==> src/rtl/core/lphs_pkg.sv <==
// ----------------------------------------------------------------------------
// lphs_pkg: shared types and codes for the linear probe hash set
// Opcodes, status codes, field widths and the table write command.
// ----------------------------------------------------------------------------
package lphs_pkg;

   localparam int OP_W     = 2;
   localparam int KEY_W    = 32;
   localparam int STATUS_W = 2;
   localparam int SLOT_W   = 4;

   localparam int DEF_SLOTS = 16;

   localparam logic [OP_W-1:0] OP_INSERT = 2'd0;
   localparam logic [OP_W-1:0] OP_LOOKUP = 2'd1;
   localparam logic [OP_W-1:0] OP_REMOVE = 2'd2;
   localparam logic [OP_W-1:0] OP_UNUSED = 2'd3;

   localparam logic [STATUS_W-1:0] STAT_OK   = 2'd0;
   localparam logic [STATUS_W-1:0] STAT_MISS = 2'd1;
   localparam logic [STATUS_W-1:0] STAT_FULL = 2'd2;

   typedef struct packed {
      logic occupied;
      logic deleted;
   } lphs_flags_type;

   typedef struct packed {
      logic           key_en;
      logic           flag_en;
      lphs_flags_type flags;
   } lphs_wr_type;

endpackage

==> src/rtl/core/lphs_if.sv <==
// ----------------------------------------------------------------------------
// lphs_if: request and response channels of the hash set
// Valid/ready channels; a beat moves when valid and ready are both high.
// ----------------------------------------------------------------------------
interface lphs_req_if;
   import lphs_pkg::*;

   logic             valid;
   logic             ready;
   logic [OP_W-1:0]  opcode;
   logic [KEY_W-1:0] key;

   modport source (output valid, output opcode, output key, input ready);
   modport sink   (input valid, input opcode, input key, output ready);
endinterface

interface lphs_rsp_if;
   import lphs_pkg::*;

   logic                valid;
   logic                ready;
   logic [STATUS_W-1:0] status;
   logic [SLOT_W-1:0]   slot;

   modport source (output valid, output status, output slot, input ready);
   modport sink   (input valid, input status, input slot, output ready);
endinterface

==> src/rtl/core/lphs_mod_unit.sv <==
// ----------------------------------------------------------------------------
// lphs_mod_unit: key modulo slot count
// Reciprocal multiply for the quotient, multiply back and subtract.
// ----------------------------------------------------------------------------
module lphs_mod_unit #(
   parameter int SLOTS = lphs_pkg::DEF_SLOTS
) (
   input  logic                           clock,
   input  logic                           reset,
   input  logic                           start,
   input  logic [lphs_pkg::KEY_W-1:0]     dividend,
   output logic                           done,
   output logic [$clog2(SLOTS)-1:0]       remainder
);
   import lphs_pkg::*;

   localparam int SW = $clog2(SLOTS);
   localparam int PW = 2 * KEY_W;

   // ceil(2^(KEY_W+SW) / SLOTS), at most KEY_W+1 bits
   localparam logic [PW:0] RECIP =
      (((PW+1)'(1) << (KEY_W + SW)) + (PW+1)'(SLOTS - 1)) / (PW+1)'(SLOTS);
   localparam logic [KEY_W-1:0] RECIP_LO = RECIP[KEY_W-1:0];
   localparam logic             RECIP_HI = RECIP[KEY_W];

   localparam logic [1:0] STEP_MUL  = 2'd0;
   localparam logic [1:0] STEP_QUOT = 2'd1;
   localparam logic [1:0] STEP_BACK = 2'd2;
   localparam logic [1:0] STEP_REM  = 2'd3;

   logic              busy_ff, busy_in;
   logic              done_ff, done_in;
   logic [1:0]        step_ff, step_in;
   logic [KEY_W-1:0]  key_ff, key_in;
   logic [PW-1:0]     prod_ff, prod_in;
   logic [KEY_W-1:0]  quo_ff, quo_in;
   logic [KEY_W-1:0]  back_ff, back_in;
   logic [SW-1:0]     rem_ff, rem_in;
   logic [PW:0]       scaled;

   always_comb begin
      busy_in = busy_ff;
      done_in = 1'b0;
      step_in = step_ff;
      key_in  = key_ff;
      prod_in = prod_ff;
      quo_in  = quo_ff;
      back_in = back_ff;
      rem_in  = rem_ff;
      scaled  = {1'b0, prod_ff} + (RECIP_HI ? {1'b0, key_ff, KEY_W'(0)} : '0);
      if (start) begin
         busy_in = 1'b1;
         step_in = STEP_MUL;
         key_in  = dividend;
      end else if (busy_ff) begin
         unique case (step_ff)
            STEP_MUL: begin
               prod_in = PW'(key_ff) * PW'(RECIP_LO);
               step_in = STEP_QUOT;
            end
            STEP_QUOT: begin
               quo_in  = KEY_W'(scaled >> (KEY_W + SW));
               step_in = STEP_BACK;
            end
            STEP_BACK: begin
               back_in = quo_ff * KEY_W'(SLOTS);
               step_in = STEP_REM;
            end
            STEP_REM: begin
               rem_in  = SW'(key_ff - back_ff);
               busy_in = 1'b0;
               done_in = 1'b1;
            end
         endcase
      end
   end

   always_ff @(posedge clock) begin
      if (reset) begin
         busy_ff <= 1'b0;
         done_ff <= 1'b0;
         step_ff <= STEP_MUL;
      end else begin
         busy_ff <= busy_in;
         done_ff <= done_in;
         step_ff <= step_in;
      end
      key_ff  <= key_in;
      prod_ff <= prod_in;
      quo_ff  <= quo_in;
      back_ff <= back_in;
      rem_ff  <= rem_in;
   end

   assign done      = done_ff;
   assign remainder = rem_ff;

endmodule

==> src/rtl/core/lphs_table.sv <==
// ----------------------------------------------------------------------------
// lphs_table: slot storage
// Key memory and flag memory, one write and one registered read per cycle.
// ----------------------------------------------------------------------------
module lphs_table #(
   parameter int SLOTS = lphs_pkg::DEF_SLOTS
) (
   input  logic                         clock,
   input  logic                         rd_en,
   input  logic [$clog2(SLOTS)-1:0]     rd_addr,
   output logic [lphs_pkg::KEY_W-1:0]   rd_key,
   output lphs_pkg::lphs_flags_type     rd_flags,
   input  lphs_pkg::lphs_wr_type        wr_cmd,
   input  logic [$clog2(SLOTS)-1:0]     wr_addr,
   input  logic [lphs_pkg::KEY_W-1:0]   wr_key
);
   import lphs_pkg::*;

   logic [KEY_W-1:0] key_mem_ff [SLOTS];
   lphs_flags_type   flag_mem_ff [SLOTS];
   logic [KEY_W-1:0] rd_key_ff;
   lphs_flags_type   rd_flags_ff;

   always_ff @(posedge clock) begin
      if (wr_cmd.key_en) begin
         key_mem_ff[wr_addr] <= wr_key;
      end
      if (wr_cmd.flag_en) begin
         flag_mem_ff[wr_addr] <= wr_cmd.flags;
      end
      if (rd_en) begin
         rd_key_ff   <= key_mem_ff[rd_addr];
         rd_flags_ff <= flag_mem_ff[rd_addr];
      end
   end

   assign rd_key   = rd_key_ff;
   assign rd_flags = rd_flags_ff;

endmodule

==> src/rtl/core/linear_probe_hash_set.sv <==
// ----------------------------------------------------------------------------
// linear_probe_hash_set: open-addressing hash set with linear probing
// Flow: S_IDLE accepts, S_MOD finds the home slot (reciprocal modulo), each
//    probed slot is read (S_READ) then checked (S_EVAL), S_DONE loads the rsp
//    register. Throughput: one item at a time; the probe loop reads slots
//    through the single table read port. Opcode 3 answers MISS unprobed.
// Reset: a clearing pass writes empty flags to all SLOTS entries with req
//    ready low. Key memory is not cleared.
// ----------------------------------------------------------------------------
module linear_probe_hash_set #(
   parameter int SLOTS = lphs_pkg::DEF_SLOTS
) (
   input  logic       clock,
   input  logic       reset,
   lphs_req_if.sink   req_bus,
   lphs_rsp_if.source rsp_bus
);
   import lphs_pkg::*;

   localparam int SW = $clog2(SLOTS);

   localparam logic [2:0] S_CLEAR = 3'd0;
   localparam logic [2:0] S_IDLE  = 3'd1;
   localparam logic [2:0] S_MOD   = 3'd2;
   localparam logic [2:0] S_READ  = 3'd3;
   localparam logic [2:0] S_EVAL  = 3'd4;
   localparam logic [2:0] S_DONE  = 3'd5;

   logic [2:0]          state_ff, state_in;
   logic [OP_W-1:0]     op_ff, op_in;
   logic [KEY_W-1:0]    key_ff, key_in;
   logic [SW-1:0]       cur_ff, cur_in;
   logic [SW-1:0]       cnt_ff, cnt_in;
   logic [SW-1:0]       clr_ff, clr_in;
   logic [STATUS_W-1:0] res_status_ff, res_status_in;
   logic [SW-1:0]       res_slot_ff, res_slot_in;
   logic                rsp_valid_ff, rsp_valid_in;
   logic [STATUS_W-1:0] rsp_status_ff, rsp_status_in;
   logic [SLOT_W-1:0]   rsp_slot_ff, rsp_slot_in;

   logic                accept;
   logic                mod_start, mod_done;
   logic [SW-1:0]       mod_rem;
   logic                rd_en;
   logic [KEY_W-1:0]    rd_key;
   lphs_flags_type      rd_flags;
   lphs_wr_type         wr_cmd;
   logic [SW-1:0]       wr_addr;
   logic [SW-1:0]       cur_next;
   logic                last_probe;

   lphs_mod_unit #(.SLOTS(SLOTS)) u_mod (
      .clock     (clock),
      .reset     (reset),
      .start     (mod_start),
      .dividend  (req_bus.key),
      .done      (mod_done),
      .remainder (mod_rem)
   );

   lphs_table #(.SLOTS(SLOTS)) u_table (
      .clock    (clock),
      .rd_en    (rd_en),
      .rd_addr  (cur_ff),
      .rd_key   (rd_key),
      .rd_flags (rd_flags),
      .wr_cmd   (wr_cmd),
      .wr_addr  (wr_addr),
      .wr_key   (key_ff)
   );

   assign accept     = req_bus.valid && (state_ff == S_IDLE);
   assign cur_next   = (cur_ff == SW'(SLOTS-1)) ? '0 : cur_ff + SW'(1);
   assign last_probe = (cnt_ff == SW'(SLOTS-1));

   always_comb begin
      state_in      = state_ff;
      op_in         = op_ff;
      key_in        = key_ff;
      cur_in        = cur_ff;
      cnt_in        = cnt_ff;
      clr_in        = clr_ff;
      res_status_in = res_status_ff;
      res_slot_in   = res_slot_ff;
      rsp_valid_in  = rsp_valid_ff && !rsp_bus.ready;
      rsp_status_in = rsp_status_ff;
      rsp_slot_in   = rsp_slot_ff;
      mod_start     = 1'b0;
      rd_en         = 1'b0;
      wr_cmd        = '0;
      wr_addr       = cur_ff;

      unique case (state_ff)
         S_CLEAR: begin
            wr_cmd.flag_en = 1'b1;
            wr_addr        = clr_ff;
            clr_in         = clr_ff + SW'(1);
            if (clr_ff == SW'(SLOTS-1)) begin
               state_in = S_IDLE;
            end
         end
         S_IDLE: begin
            if (accept) begin
               op_in  = req_bus.opcode;
               key_in = req_bus.key;
               if (req_bus.opcode == OP_UNUSED) begin
                  res_status_in = STAT_MISS;
                  res_slot_in   = '0;
                  state_in      = S_DONE;
               end else begin
                  mod_start = 1'b1;
                  state_in  = S_MOD;
               end
            end
         end
         S_MOD: begin
            if (mod_done) begin
               cur_in   = mod_rem;
               cnt_in   = '0;
               state_in = S_READ;
            end
         end
         S_READ: begin
            rd_en    = 1'b1;
            state_in = S_EVAL;
         end
         S_EVAL: begin
            state_in = S_DONE;
            priority if (op_ff == OP_INSERT) begin
               if (!rd_flags.occupied) begin
                  wr_cmd.key_en         = 1'b1;
                  wr_cmd.flag_en        = 1'b1;
                  wr_cmd.flags.occupied = 1'b1;
                  wr_cmd.flags.deleted  = 1'b0;
                  res_status_in         = STAT_OK;
                  res_slot_in           = cur_ff;
               end else if (last_probe) begin
                  res_status_in = STAT_FULL;
                  res_slot_in   = '0;
               end else begin
                  cur_in   = cur_next;
                  cnt_in   = cnt_ff + SW'(1);
                  state_in = S_READ;
               end
            end else begin
               if (rd_flags.occupied && (rd_key == key_ff)) begin
                  if (op_ff == OP_REMOVE) begin
                     wr_cmd.flag_en        = 1'b1;
                     wr_cmd.flags.occupied = 1'b0;
                     wr_cmd.flags.deleted  = 1'b1;
                  end
                  res_status_in = STAT_OK;
                  res_slot_in   = cur_ff;
               end else if ((!rd_flags.occupied && !rd_flags.deleted) || last_probe) begin
                  res_status_in = STAT_MISS;
                  res_slot_in   = '0;
               end else begin
                  cur_in   = cur_next;
                  cnt_in   = cnt_ff + SW'(1);
                  state_in = S_READ;
               end
            end
         end
         S_DONE: begin
            if (!rsp_valid_ff || rsp_bus.ready) begin
               rsp_valid_in  = 1'b1;
               rsp_status_in = res_status_ff;
               rsp_slot_in   = SLOT_W'(res_slot_ff);
               state_in      = S_IDLE;
            end
         end
         default: begin
            state_in = S_IDLE;
         end
      endcase
   end

   always_ff @(posedge clock) begin
      if (reset) begin
         state_ff     <= S_CLEAR;
         clr_ff       <= '0;
         rsp_valid_ff <= 1'b0;
      end else begin
         state_ff     <= state_in;
         clr_ff       <= clr_in;
         rsp_valid_ff <= rsp_valid_in;
      end
      op_ff         <= op_in;
      key_ff        <= key_in;
      cur_ff        <= cur_in;
      cnt_ff        <= cnt_in;
      res_status_ff <= res_status_in;
      res_slot_ff   <= res_slot_in;
      rsp_status_ff <= rsp_status_in;
      rsp_slot_ff   <= rsp_slot_in;
   end

   assign req_bus.ready  = (state_ff == S_IDLE);
   assign rsp_bus.valid  = rsp_valid_ff;
   assign rsp_bus.status = rsp_status_ff;
   assign rsp_bus.slot   = rsp_slot_ff;

`ifndef SYNTHESIS
   a_eval_after_read: assert property (@(posedge clock) disable iff (reset)
      (state_ff == S_EVAL) |-> ($past(state_ff) == S_READ))
      else $error("probe evaluate without preceding read");

   a_miss_slot_zero: assert property (@(posedge clock) disable iff (reset)
      (rsp_valid_ff && (rsp_status_ff != STAT_OK)) |-> (rsp_slot_ff == '0))
      else $error("nonzero slot on failed response");

   a_done_loads_rsp: assert property (@(posedge clock) disable iff (reset)
      ((state_ff == S_DONE) && (!rsp_valid_ff || rsp_bus.ready)) |=>
      (rsp_valid_ff && (state_ff == S_IDLE)))
      else $error("finished result not loaded into response register");

   a_probe_bound: assert property (@(posedge clock) disable iff (reset)
      (state_ff == S_EVAL) |-> (cnt_ff <= SW'(SLOTS-1)))
      else $error("probe ran past one lap");
`endif

endmodule
==> src/flat_wrapper.sv <==
// flat-port wrapper written by rule: the top's interface ports become plain ports
module linear_probe_hash_set_flat import lphs_pkg::*;
#(
   parameter int SLOTS = lphs_pkg::DEF_SLOTS
)
  (clock, reset, req_bus_valid, req_bus_opcode, req_bus_key, req_bus_ready, rsp_bus_valid, rsp_bus_status, rsp_bus_slot, rsp_bus_ready);
  lphs_req_if req_bus_i ();
  lphs_rsp_if rsp_bus_i ();
  input  logic clock;
  input  logic reset;
  input wire logic [$bits(req_bus_i.valid)-1:0] req_bus_valid;
  input wire logic [$bits(req_bus_i.opcode)-1:0] req_bus_opcode;
  input wire logic [$bits(req_bus_i.key)-1:0] req_bus_key;
  output wire logic [$bits(req_bus_i.ready)-1:0] req_bus_ready;
  output wire logic [$bits(rsp_bus_i.valid)-1:0] rsp_bus_valid;
  output wire logic [$bits(rsp_bus_i.status)-1:0] rsp_bus_status;
  output wire logic [$bits(rsp_bus_i.slot)-1:0] rsp_bus_slot;
  input wire logic [$bits(rsp_bus_i.ready)-1:0] rsp_bus_ready;
  assign req_bus_i.valid = req_bus_valid;
  assign req_bus_i.opcode = req_bus_opcode;
  assign req_bus_i.key = req_bus_key;
  assign req_bus_ready = req_bus_i.ready;
  assign rsp_bus_valid = rsp_bus_i.valid;
  assign rsp_bus_status = rsp_bus_i.status;
  assign rsp_bus_slot = rsp_bus_i.slot;
  assign rsp_bus_i.ready = rsp_bus_ready;
  linear_probe_hash_set #(.SLOTS(SLOTS)) u_core (.clock(clock), .reset(reset), .req_bus(req_bus_i), .rsp_bus(rsp_bus_i));
endmodule
==> config.mk <==
export PLATFORM = sky130hd
export DESIGN_NAME = linear_probe_hash_set_flat
export DESIGN_NICKNAME = d
export VERILOG_FILES = /design/src/rtl/core/lphs_pkg.sv /design/src/rtl/core/lphs_if.sv /design/src/rtl/core/lphs_mod_unit.sv /design/src/rtl/core/lphs_table.sv /design/src/rtl/core/linear_probe_hash_set.sv /design/src/flat_wrapper.sv
export SDC_FILE = /design/constraint.sdc
export NUM_CORES = 1
export LEC_CHECK = 0
export ABC_AREA = 1
export BUFFER_PORTS_ARGS = -buffer_cell sky130_fd_sc_hd__buf_2
export CORE_MARGIN = 2
export CORE_UTILIZATION = 50
export CTS_CLUSTER_SIZE = 20
export DETAILED_ROUTE_END_ITERATION = 6
export PLACE_DENSITY = 0.66
export SETUP_SLACK_MARGIN = 0.1
export SLEW_MARGIN = 20
export SYNTH_ARGS = -nofsm -noshare
export SYNTH_HDL_FRONTEND = slang
export SYNTH_SLANG_ARGS = --single-unit
==> constraint.sdc <==
create_clock -name clock -period 3.9 [get_ports clock]
set_input_delay 0.585 -clock clock [delete_from_list [all_inputs] [get_ports clock]]
set_output_delay 0.585 -clock clock [all_outputs]
set_load 0.02 [all_outputs]
* Word-level counts from Yosys, hierarchy flattened *
Memories as Yosys holds them, arrays and structs flattened. A register that Yosys moved wholly into a read port is not among the register bits.
Index checks and enable logic that the tools add are counted.

word-level totals
  word-level logic and storage cells = 140
  memories kept = 2
  register bits = 102
  bits in writable memories = 544
  output and inout port bits = 8

memory list
  memory                      depth  bits a word  read ports  clocked after Yosys merged registers in  write ports  RTL line          text
  u_core.u_table.key_mem_ff   16     32           1           1                                        1            lphs_table.sv:19  logic [KEY_W-1:0] key_mem_ff [SLOTS];
  u_core.u_table.flag_mem_ff  16     2            1           1                                        1            lphs_table.sv:20  lphs_flags_type flag_mem_ff [SLOTS];

cells by class
  bitwise gates (word level) = 2
  add/sub/neg operators = 4
  reduce and logical (&&, ||, !) cells = 25
  eq/ne operators = 25
  muxes and demuxes = 66

operator list
  cell                                                                    number
  4-bit 2-to-1 mux                                                        22
  3-bit 2-to-1 mux                                                        13
  32-bit equality test                                                    1
  4-bit one-hot mux with 2 select lines                                   3
  3-bit one-hot mux with 6 select lines                                   1
  1-bit 2-to-1 mux                                                        16
  2-bit 2-to-1 mux                                                        8
  4-bit by 1-bit adder with 4-bit output (second input constant)          3
  4-bit equality test (second input constant)                             3
  2-bit equality test (second input constant)                             4
  2-bit by 1-bit != test with 1-bit output (second input constant)        4
  3-bit by 2-bit equality test with 1-bit output (second input constant)  2
  3-bit equality test (second input constant)                             2
  3-bit by 2-bit != test with 1-bit output (second input constant)        2
  3-bit != test (second input constant)                                   2
  2-bit one-hot mux with 3 select lines                                   1
  2-bit AND reduction                                                     3
  6-bit AND reduction                                                     1
  5-bit AND reduction                                                     1
  1-bit logical AND                                                       4
  1-bit zero test                                                         4
  2-bit zero test                                                         2
  4-bit by 1-bit != test with 1-bit output (second input constant)        1
  4-bit by 3-bit != test with 1-bit output (second input constant)        1
  15 further kinds                                                        18

* Logic depth before layout (Yosys ltp) *
  depth in word-level cells = 7
  gate-level depth with buffers = 14

* Cells and area by module *
Synthesis repeated with hierarchy kept, for this count alone.

second synthesis, totals
  cell total of the unflattened synthesis = 2711
  area total of the unflattened synthesis = 28142.0 µm²

by module, submodules not included
  module                 area each (µm²)  seq. area each (µm²)  cells each  times used
  lphs_table             24413.4          17356.6               2284        1
  linear_probe_hash_set  3308.2           1781.7                397         1
  lphs_mod_unit          420.4            320.3                 30          1

* Least setup slack after synthesis *
Ideal clock, no wire load.

  path type = register to register
  from = register u_core.state_ff[0]
  to = register u_core.u_mod.key_ff[0], enable pin
  cell stages (with the launch flop) = 7
  period minus slack after synthesis = 3.247 ns
  setup slack = 0.653 ns
  setup time = 0.313 ns
  path buffers = 0
  arrival = 2.935 ns
  path through = dfxtp_1 -> nand2_1 -> nor2_1 -> inv_1 -> nor2_1 -> nand2_1 -> inv_1

between the ends
  cells in the longest elaborated chain, start to end = 4

ends and longest elaborated chain
  element                                             RTL line                      text
  start, declared                                     linear_probe_hash_set.sv:29   logic [2:0] state_ff, state_in;
  start signal, assigned                              linear_probe_hash_set.sv:184  state_ff <= state_in;
  3-bit by 1-bit equality test with 1-bit output (*)  n/a
  net req_bus_ready                                   flat_wrapper.sv:14            output wire logic [$bits(req_bus_i.ready)-1:0] req_bus_ready;
  1-bit logical AND                                   linear_probe_hash_set.sv:72   assign accept = req_bus.valid && (state_ff == S_IDLE);
  1-bit 2-to-1 mux                                    linear_probe_hash_set.sv:103  if (accept) begin
  1-bit 2-to-1 mux (*)                                linear_probe_hash_set.sv:93   unique case (state_ff)
  net u_core.mod_start                                linear_probe_hash_set.sv:42   logic mod_start, mod_done;
  end signal, assigned                                lphs_mod_unit.sv:88           key_ff <= key_in;
  end, declared                                       lphs_mod_unit.sv:34           logic [KEY_W-1:0] key_ff, key_in;

The timed path passes the listed nets; every way through them passes the cells marked *.
A chain may end at the register's enable or synchronous reset.

* Final worst setup path *
  from = register u_core.state_ff[2]
  to = memory u_core.u_table.key_mem_ff[8][24], enable pin

between the ends
  cells in the longest elaborated chain, start to end = 4
  elaborated cells between the ends (all ways) = 6
  those cells by class = eq/ne (1); mux (4); reduce/logical (1)

ends and longest elaborated chain
  element                                 RTL line                     text
  3-bit equality test                     linear_probe_hash_set.sv:93
  1-bit 2-to-1 mux                        linear_probe_hash_set.sv:93
  1-bit 2-to-1 mux                        lphs_table.sv:25             if (wr_cmd.key_en) begin
  1-bit 2-to-1 mux (implied by the code)  lphs_table.sv:26             key_mem_ff[wr_addr] <= wr_key;
  end, declared                           lphs_table.sv:19

Parallel ways exist; a longest one is shown, timed or not.

==> out/results.tsv <==
metric	value	unit
P_int	11.9	mW
crit-path cells	inv_2, nor2_8, inv_2, nor2_4, inv_2, nor2_4, inv_2, nor2_4, buf_4	
Post-Syn Instances	1960	
WL/cell	22.6	um
largest net degree at the start of global routing	185	
met2 wire length	29900	um
Worst R2R Path Depth	9	
Clock Latency Late Sink	0.61	ns
Hold Crit Class	in -> reg	
CTS tree	done	
Psw	3.57	mW
power per cell area	528	mW/mm^2
EDFF count, synth	640	
register area share after synthesis	0.753	
top layer in use	met4	
# IOs	46	
Port Buf Inserts	45	
Hold Vio Cnt, Final	0	
initial DRC count	1776	
detailed-route DRC error count	0	
antenna violations before repair	0	
final critical-path required period	3.05	ns
Crit. End Element	flop	
CTS Hold Bufs	0	
Sequential Power Share	0.526	
R2R Path End	u_core.u_table.key_mem_ff[8][24]$_DFFE_PP_	
Core Region	0.0512	sq mm
Vias/cell	5.91	
Resized cells post-CTS	0	
WHS Path Cells	1	
r2r setup slk	0.85	ns
Worst IR Drop VDD	424	uV
Worst path max stage delay	0.68	ns
crit path DAT	3.36	ns
Starting Density	0.505	
CTS root buf	clkbuf_16	
post-synthesis cell type count	40	
CP required	4.21	ns
final setup TNS	0	ns
Post-synth ARST share	0	
hold_sp	req_bus_key[7]	
WL met1	26300	um
combinational power share	0.068	
GR Util All Layers	0.235	
crit path max-delay cell type	nor2_4	
Max Slew Vio Count	0	
share of layout cells above drive strength 1	0.120	
most common cell after layout, fill and taps aside	edfxtp_1	
Core Rows	83	
Syn. warnings	0	
grt ovf	0	
Worst Hold Path EP	u_core.key_ff[7]$_DFFE_PP_	
Die Wd	231	um
Min Hold Slack	0.148	ns
CTS H-tree lvls	3	
DR WL met3	3500	um
worst r2r src	u_core.state_ff[2]$_SDFFE_PP0P_	
routed via count	16200	
Critical Path Most Common Cell	inv_2	
synthesized area per cell	13.2	sq um
Detail Placement HPWL	33900	um
clock buffer depth	3	
most frequent cells in the layout	edfxtp_1, nor2_1, o21ai_0	
fin crit share	0.783	
Final setup viols	0	
die height	231	um
Worst slew margin	0.302	
clk_skew	0.0350	ns
Die ar.	0.0536	sq mm
outcome	complete, no violations	
Final #Nets	2052	
Fmax	328	MHz
crit path kind	reg -> reg	
setup bufs post-CTS	0	
Worst setup SP type	flop	
P&R area growth vs syn	13.0	%
Switching Share	0.231	
Most used DFF post-synth	edfxtp_1	
CP Max Fanout	19	
CTS buffer count	68	
Reg clk slew, reported paths	0.06	ns
clk sinks	652	
overall routed net length	61900	um
number of antenna diodes	0	
Detail Route Antenna Nets	0	
first-pass GRT wire length	94700	um
vias in the first global route	16000	
Clk pwr share	0.405	
Post-Syn Area	0.0259	sq mm
Pleak	9.63	nW
unrepaired setup endpoints after global routing	false	
Yosys reg bits	652	
Worst Tran Pin Value	1.05	ns
Pre-antenna DRT Iters	5	
max cap viols	0	
RePlAce Congestion	0.875	
Net Count, Synth	2003	
[through the flow]
stage / instance area (sq um) / cells / setup WS (ns) / power [mW] / util
after floorplan: 25900 / 1960 / 0.653 / 8.91 / -
after global placement: 27100 / 2619 / 0.869 / 9.29 / 0.529
after detailed placement: 27100 / 2619 / 0.805 / 9.32 / 0.529
after CTS: 29200 / 2739 / 0.816 / 15.6 / 0.571
after global routing: 29200 / 2739 / 0.628 / 15.9 / 0.571
final: 29200 / 2739 / 0.847 / 15.4 / 0.571
[layout make-up]
type                       count  area (sq um)
fill                        3972         22000
tap                          680           851
multi-input combinational   1096          5690
sequential                   652         19500
timing repair buffer          96           733
inverter                      95           363
clock buffer                  86          1810
clock inverter                34           322
[flip-flops by register name, summed over array words and instances (netlist names), 32 cells and up]
name,cells
u_core.key_ff,32
u_core.u_table.flag_mem_ff,32
u_core.u_table.key_mem_ff,512
u_core.u_table.rd_key,32
[layer usage]
layer | track usage | vias to the layer above
met2 | 0.380 | 594
met1 | 0.319 | 8095
met4 | 0.105 | 0
met3 | 0.0332 | 147
li1 | - | 7355
met5 | 0 | -
[worst max-delay path: cells and delay by family, from the launching register on]
family / cells / cell delay [ns]
buffers and inverters: 5 / 1.01
AND/OR/NAND/NOR: 4 / 1.27
flip-flops: 1 / 0.48
[power by group through the flow]
stage,clock [mW],combinational [mW],sequential (mW)
after floorplan,0,0.668,8.24
after global placement,0,1.02,8.26
after detailed placement,0,1.05,8.27
after CTS,6.38,1.05,8.12
after global routing,6.66,1.15,8.15
final,6.26,1.06,8.12
[synthesized netlist by cell type (3+ instances only)]
cell | instances | area [sq um]
edfxtp_1 | 640 | 19200
nor2_1 | 344 | 1290
o21ai_0 | 285 | 1430
nand2_1 | 164 | 616
o221ai_1 | 90 | 788
inv_1 | 85 | 319
clkbuf_1 | 83 | 312
o211ai_1 | 47 | 353
o22ai_1 | 46 | 288
nand3_1 | 37 | 185
buf_2 | 25 | 125
nor2_2 | 14 | 87.6
a21oi_1 | 13 | 65.1
dfxtp_1 | 12 | 240
inv_2 | 9 | 33.8
nor3_1 | 8 | 40.0
nand4_1 | 7 | 43.8
xnor2_1 | 7 | 61.3
buf_1 | 5 | 18.8
ha_1 | 5 | 62.6
or2_2 | 5 | 31.3
buf_4 | 3 | 22.5
nor2_4 | 3 | 33.8
nor4_1 | 3 | 18.8
[cells by family (layout without fill, tap and decap cells)]
kind of cell / count (synthesis) / count (layout) / share of synthesized area
xor gates and xnor gates: 9 / 9 / 0.00305
buffers and inverters: 212 / 311 / 0.0327
adders and majority gates: 5 / 5 / 0.00242
and+or+nand+nor: 592 / 592 / 0.0933
AOI/OAI and AO/OA: 490 / 490 / 0.116
DFF: 652 / 652 / 0.753
[worst max-delay path by stage]
stage | start | to | slack, ns | cells after the start
after floorplan | u_core.state_ff[0]$_SDFFE_PP0P_ | u_core.u_mod.key_ff[0]$_DFFE_PP_ | 0.65 | 6
after global placement | u_core.state_ff[2]$_SDFFE_PP0P_ | u_core.u_table.key_mem_ff[8][24]$_DFFE_PP_ | 0.87 | 9
after detailed placement | u_core.state_ff[2]$_SDFFE_PP0P_ | u_core.u_table.key_mem_ff[8][25]$_DFFE_PP_ | 0.81 | 9
after CTS | u_core.state_ff[2]$_SDFFE_PP0P_ | u_core.u_table.key_mem_ff[8][24]$_DFFE_PP_ | 0.82 | 9
after global routing | u_core.state_ff[2]$_SDFFE_PP0P_ | u_core.u_table.key_mem_ff[8][25]$_DFFE_PP_ | 0.63 | 9
final | u_core.state_ff[2]$_SDFFE_PP0P_ | u_core.u_table.key_mem_ff[8][24]$_DFFE_PP_ | 0.85 | 9
Note: power is estimated with default switching activity, not from simulation.
